### src/hdl/fcm_pkg.sv
// Shared constants and types for the allocation table manager.
package fcm_pkg;

	// Default table size
	localparam int BLOCK_COUNT_DEF = 2048;

	// Field widths
	localparam int OP_W    = 3;
	localparam int BLK_W   = 11;
	localparam int ENTRY_W = 16;
	localparam int STAT_W  = 2;

	// Entry codes
	localparam logic [ENTRY_W-1:0] ENT_FREE = 16'h0000;
	localparam logic [ENTRY_W-1:0] ENT_RSVD = 16'h7ffe;
	localparam logic [ENTRY_W-1:0] ENT_END  = 16'hffff;

	// Reserved blocks at the bottom of the table, then the root end block
	localparam int RSVD_COUNT = 5;
	localparam int ROOT_BLOCK = 5;

	// Operation codes
	localparam logic [OP_W-1:0] OP_FORMAT = 3'd0;
	localparam logic [OP_W-1:0] OP_ALLOC  = 3'd1;
	localparam logic [OP_W-1:0] OP_FREE   = 3'd2;
	localparam logic [OP_W-1:0] OP_KEEP   = 3'd3;
	localparam logic [OP_W-1:0] OP_EXTEND = 3'd4;
	localparam logic [OP_W-1:0] OP_READ   = 3'd5;

	// Status codes
	localparam logic [STAT_W-1:0] ST_OK   = 2'd0;
	localparam logic [STAT_W-1:0] ST_FULL = 2'd1;
	localparam logic [STAT_W-1:0] ST_BAD  = 2'd2;
	localparam logic [STAT_W-1:0] ST_LONG = 2'd3;

	// Classification of one table entry
	typedef struct packed {
		logic is_end;
		logic is_free;
		logic is_bad;
	} entry_class_t;

endpackage

### src/hdl/fcm_entry_eval.sv
// Shared compare unit: classifies one table entry read from the RAM.
module fcm_entry_eval #(
	parameter int BLOCK_COUNT = fcm_pkg::BLOCK_COUNT_DEF
) (
	input  logic [fcm_pkg::ENTRY_W-1:0] entry,
	output fcm_pkg::entry_class_t       cls
);
	import fcm_pkg::*;

	logic out_of_range;

	// Flag a link that points past the table
	assign out_of_range = {16'd0, entry} >= 32'(BLOCK_COUNT);

	// Decode end, free and broken-link cases
	always_comb begin
		cls.is_end  = (entry == ENT_END);
		cls.is_free = (entry == ENT_FREE);
		cls.is_bad  = (entry == ENT_FREE) || (entry == ENT_RSVD) ||
			(out_of_range && (entry != ENT_END));
	end

endmodule

### config.mk
export PLATFORM = sky130hd
export DESIGN_NAME = fcm_entry_eval
export DESIGN_NICKNAME = d
export VERILOG_FILES = /design/src/hdl/fcm_pkg.sv /design/src/hdl/fcm_entry_eval.sv
export SDC_FILE = /design/constraint.sdc
export NUM_CORES = 1
export LEC_CHECK = 0
export BUFFER_PORTS_ARGS = -buffer_cell sky130_fd_sc_hd__buf_4
export CAP_MARGIN = 10
export CORE_AREA = 2 2 39 41
export DETAILED_ROUTE_END_ITERATION = 6
export DIE_AREA = 0 0 41 43
export PLACE_DENSITY = 0.42
export SLEW_MARGIN = 20
export SYNTH_ARGS = -nofsm -noshare
export SYNTH_HDL_FRONTEND = slang
export SYNTH_SLANG_ARGS = --single-unit
export TNS_END_PERCENT = 50
### constraint.sdc
create_clock -name vclk -period 1.15
set_clock_uncertainty 0.1 [all_clocks]
set_input_delay 0.0575 -clock vclk [all_inputs]
set_output_delay 0.0575 -clock vclk [all_outputs]
set_load 0.02 [all_outputs]
==> results of run 1 <==
==> through the flow <==
step / hold WS (ns) / instances / util (%)
2_1_floorplan: 0.196 / 16 / -
3_3_place_gp: 0.351 / 60 / 25.3
3_5_place_dp: 0.347 / 60 / 25.3
4_1_cts: 0.348 / 60 / 26.9
5_1_grt: 0.366 / 60 / 26.9
6_report: 0.344 / 60 / 26.9
==> final cells by class <==
| cell class | instances | share of cell area [%] |
|---|---|---|
| tap | 16 | 5.37 |
| timing repair buffer | 28 | 59.4 |
| multi-input combinational | 16 | 35.2 |
==> layout by cell type (no fill, tap or decap) <==
cell,count
nand3b_1,1
or4_4,1
nand4_1,3
buf_6,3
nor3_1,1
nand3_1,1
nor4_1,3
nor2_4,1
buf_4,25
nor2_1,1
or3_4,1
and4_4,1
nor4_4,1
and2_1,1
==> where the power goes <==
group / internal, mW / total, mW / switching, mW
clock: 0 / 0 / 0
sequential: 0 / 0 / 0
combinational: 0.0596 / 0.0868 / 0.0272
==> per-layer routing <==
layer | wire length, µm | global-route usage, %
met5 | 0 | 0
met1 | 212 | 8.54
met2 | 241 | 12.2
met3 | 32 | 0
met4 | 0 | 0
==> logic make-up (layout without fill, tap and decap cells) <==
| logic type | count (synthesis) | in the layout |
|---|---|---|
| AND/OR/NAND/NOR | 16 | 16 |
| buffers and inverters | 0 | 28 |
==> worst paths after layout <==
path,slack [ns],cells past startpoint,end
hold / removal,0.34,3,cls[2]
setup / recovery,-0.30,6,cls[0]
==> worst min-delay path: cells and delay by family <==
family / cells / cell delay (ns)
buffers and inverters: 2 / 0.22
AND/OR/NAND/NOR: 1 / 0.11
==> repair_timing <==
| action | 4_1_cts | 5_1_grt |
|---|---|---|
| pin swaps | 2 | 1 |
| setup buffers | 0 | 0 |
| gates resized for setup | 6 | 0 |
| endpoints found under the setup margin | 2 | 3 |
| cloned | 0 | 0 |
==> out/metrics.cfg, run 1 <==
[synth]
synth_top_family_by_area=simple AND/OR/NAND/NOR gates
synth_cell_types=11
synthMuxAreaShare_pct=0
synth_xor_area_share_pct=0
synth_largest_area_cell=nor4_4
synth_common_cells=nand4_1, nor4_1, nor2_1
yosysTopAreaCellShare_pct=18.9
synth_area_per_cell_um2=7.04
synth-simple-area-share_pct=100
synth-adder-area-share_pct=0
synth_compound_area_share_pct=0
synth_warnings=0
synth-seq-area-share_pct=0
synthCells=16
netlist_area_um2=113
syn-num-nets=32
synthTopCellsByArea=nor4_4, nand4_1, nor4_1

[grt]
grt_max_degree=4
grt_usage_pct=6.59
overflow=0
grt_pass1_vias=239
grt_pass1_wl_um=876
antenna_found_initial=0

[setup_path]
cp.arrival_ns=1.29
worstPathCellList=buf_6 -> or4_4 -> nor2_4 -> nor2_1 -> or3_4 -> buf_6
cpPeakStageDelay_ns=0.53
worstSetupEndpointType=output port
crit_top_cell=buf_6
crit_buf_inv=2
crit_type=primary input to output port
start_kind=primary input
crit_slowest_cell=or4_4
critPathLaunch=entry[14]
critPathMaxFanout=2
cp.required_ns=0.99
cpLargestDelayFamily=simple AND/OR/NAND/NOR gates

[timing]
relSlewSlack_pct=83.1
rsz0062_at_grt=true
fin_crit_sh_pct=126
drv_slew=0
hold_violations=0
setup_ws_ns=-0.301
tightestPinTransition_ns=0.250
setup_violations=2
fmax_mhz=689
tns_ns=-0.454
period_needed_ns=1.45

[finish]
nFlopsAndLatches=0
syn2layout_area_growth_pct=231
clkbuf_count=0
drive_above_1_share_pct=75.0
design_area_um2=373
register_area_um2=0
nets=62
diodes=0
multi_input_area_um2=131
fillers=149

[floorplanning]
io_pins=19
die_x_um=41
rows=14
die_h_um=43
dieArea_um2=1760
initial_core_util_pct=8.14
core_area_um2=1380

[drt]
dr.pass1.iters=2
final_antenna_net_count=0
avgRoutedWirePerCell_um=8.12
wl_um=487
viasPerCell=3.82
drtIter0Drc=1
num_vias=229
drc=0

[pwr]
leakagePower_nw=0.173
power_mw=0.0868
ir_drop_mv=0.0866
power_density_nw_per_um2=233

[min_path]
min_from=entry[0]
hold_path_class=primary input to output port

[run]
drv_cap=0

[clock_tree]
cts-hold-fix-buffers=0

[run_status]
violations=setup timing
status=finished, violations left

[placement]
gp_congestion=0.608
placed_cell_area_um2=350
pre_cts_slack_ns=-0.373
io_buffers=19

Power figures use the tool's default switching activity.
==> inputs of run 2 (changes only) <==
- GPL_ROUTABILITY_DRIVEN: not set -> 0
- SETUP_SLACK_MARGIN: not set -> 0.05
==> run 2 against run 1 <==
  * First-iteration DRC count grew to 5.0 times the previous value
  * Critical path depth stayed put
  * Total power is 2.2% higher
  * Core utilization is 0.36 points higher
  * Critical endpoint unchanged
  * Via count is 0.87% higher
  * The run still ends with setup timing left
  * Clock-buffer cell count stayed put
  * Combinational power is 2.3% higher
  * Global-route usage is 0.50 points higher
  * Worst setup slack hardly changed
  * Non-clock buffer count stayed put
  * Sequential share of layout area stayed put
==> out/metrics.cfg, run 2 (synthesis gave the netlist of run 1 again) <==
[floorplanning]
core_area_um2=1380  ; unchanged
die_x_um=41  ; unchanged
io_pins=19  ; unchanged
rows=14  ; unchanged
die_h_um=43  ; unchanged
dieArea_um2=1760  ; unchanged
initial_core_util_pct=8.14  ; unchanged

[setup_path]
crit_slowest_cell=or4_4
worstSetupEndpointType=output port
cpLargestDelayFamily=simple AND/OR/NAND/NOR gates
crit_buf_inv=2  ; unchanged
critPathLaunch=entry[14]
cp.required_ns=0.99  ; about the same
cpPeakStageDelay_ns=0.53  ; about the same
worstPathCellList=buf_6 -> or4_4 -> nor2_4 -> nor2_1 -> or3_4 -> buf_6
crit_top_cell=buf_6
start_kind=primary input
critPathMaxFanout=2  ; unchanged
cp.arrival_ns=1.29  ; about the same
crit_type=primary input to output port

[grt]
grt_usage_pct=7.09  ; +0.50 points
grt_pass1_vias=252  ; +5.4%
grt_pass1_wl_um=945  ; +7.9%
antenna_found_initial=0  ; unchanged
overflow=0  ; unchanged
grt_max_degree=4  ; unchanged

[min_path]
min_from=entry[0]
hold_path_class=primary input to output port

[clock_tree]
postCtsSetupBuffers=0  ; unchanged
cts-hold-fix-buffers=0  ; unchanged

[finish]
nFlopsAndLatches=0  ; unchanged
syn2layout_area_growth_pct=236
fillers=150  ; +0.67%
final_cell_mix=buf_4, nand4_1, nor4_1, buf_6
nets=62  ; unchanged
layout_commonest_cell=buf_4
register_area_um2=0  ; unchanged
drive_above_1_share_pct=77.3  ; +2.3 points
diodes=0  ; unchanged
fin_cells=60  ; unchanged
clkbuf_count=0  ; unchanged

[run_status]
violations=setup timing
status=finished, violations left

[timing]
relSlewSlack_pct=83.3  ; +0.15 points
fin_crit_sh_pct=126  ; about the same
setup_violations=2  ; unchanged
period_needed_ns=1.45  ; -0.0000220 ns
drv_slew=0  ; unchanged
setup_ws_ns=-0.301  ; +0.0000220 ns
tightestPinTransition_ns=0.248  ; -0.00225 ns
hold_violations=0  ; unchanged
fmax_mhz=689  ; about the same
rsz0062_at_grt=true
tns_ns=-0.453  ; +0.000720 ns

[pwr]
power_density_nw_per_um2=235  ; +0.90%
ir_drop_mv=0.0830  ; -4.1%
power_mw=0.0888  ; +2.2%
leakagePower_nw=0.174  ; +0.59%

[drt]
dr.pass1.iters=2  ; unchanged
drtIter0Drc=5  ; +4
avgRoutedWirePerCell_um=8.53  ; +5.1%
num_vias=231  ; +0.87%
viasPerCell=3.85  ; +0.87%
wl_um=512  ; +5.1%
final_antenna_net_count=0  ; unchanged
drc=0  ; unchanged

[placement]
io_buffers=19  ; unchanged
dp.cells=60  ; unchanged

[run]
drv_cap=0  ; unchanged

[run 2: changes by cell type in the layout (fill, tap and decap cells not counted)]
| cell | before | now |
|---|---|---|
| nand3_1 | 1 | 0 |
| nand3_2 | 0 | 1 |
[run 2: path summary, 6_finish.rpt]
path,slack [ns],depth (start not counted),endpoint
hold / removal,0.35,3,cls[2]
setup / recovery,-0.30,6,cls[0]
[run 2: metrics by stage]
stage          setup slack, ns  area [µm²]  hold slack [ns]  util, %
2_1_floorplan           -0.126         120            0.196        -
3_3_place_gp            -0.395         350            0.351     25.3
3_5_place_dp            -0.373         350            0.347     25.3
4_1_cts                 -0.321         378            0.354     27.3
5_1_grt                 -0.343         378            0.370     27.3
6_report                -0.301         378            0.351     27.3
[run 2: timing repair]
action                                  in CTS  in global routing
endpoints found under the setup margin       3                  3
pin swaps                                    5                  1
hold endpoints to repair                     0                  0
resized for setup                            7                  0
[run 2: power by group]
part / total [mW] / switching, mW / leakage, nW / internal [mW]
clock: 0 / 0 / 0 / 0
sequential: 0 / 0 / 0 / 0
combinational: 0.0888 / 0.0287 / 0.174 / 0.0600
total: 0.0888 / 0.0287 / 0.174 / 0.0600
[run 2: area by class of cell]
type                       count  area [µm²]  share of cell area (%)
timing repair buffer          28         221                    58.6
tap                           16        20.0                    5.30
multi-input combinational     16         136                    36.1
[run 2: per-layer routing]
layer	GRT usage (%)	share of wire, %
met5	0	0
met4	0	0
met3	0	6.3
met2	13.1	50
met1	9.18	43
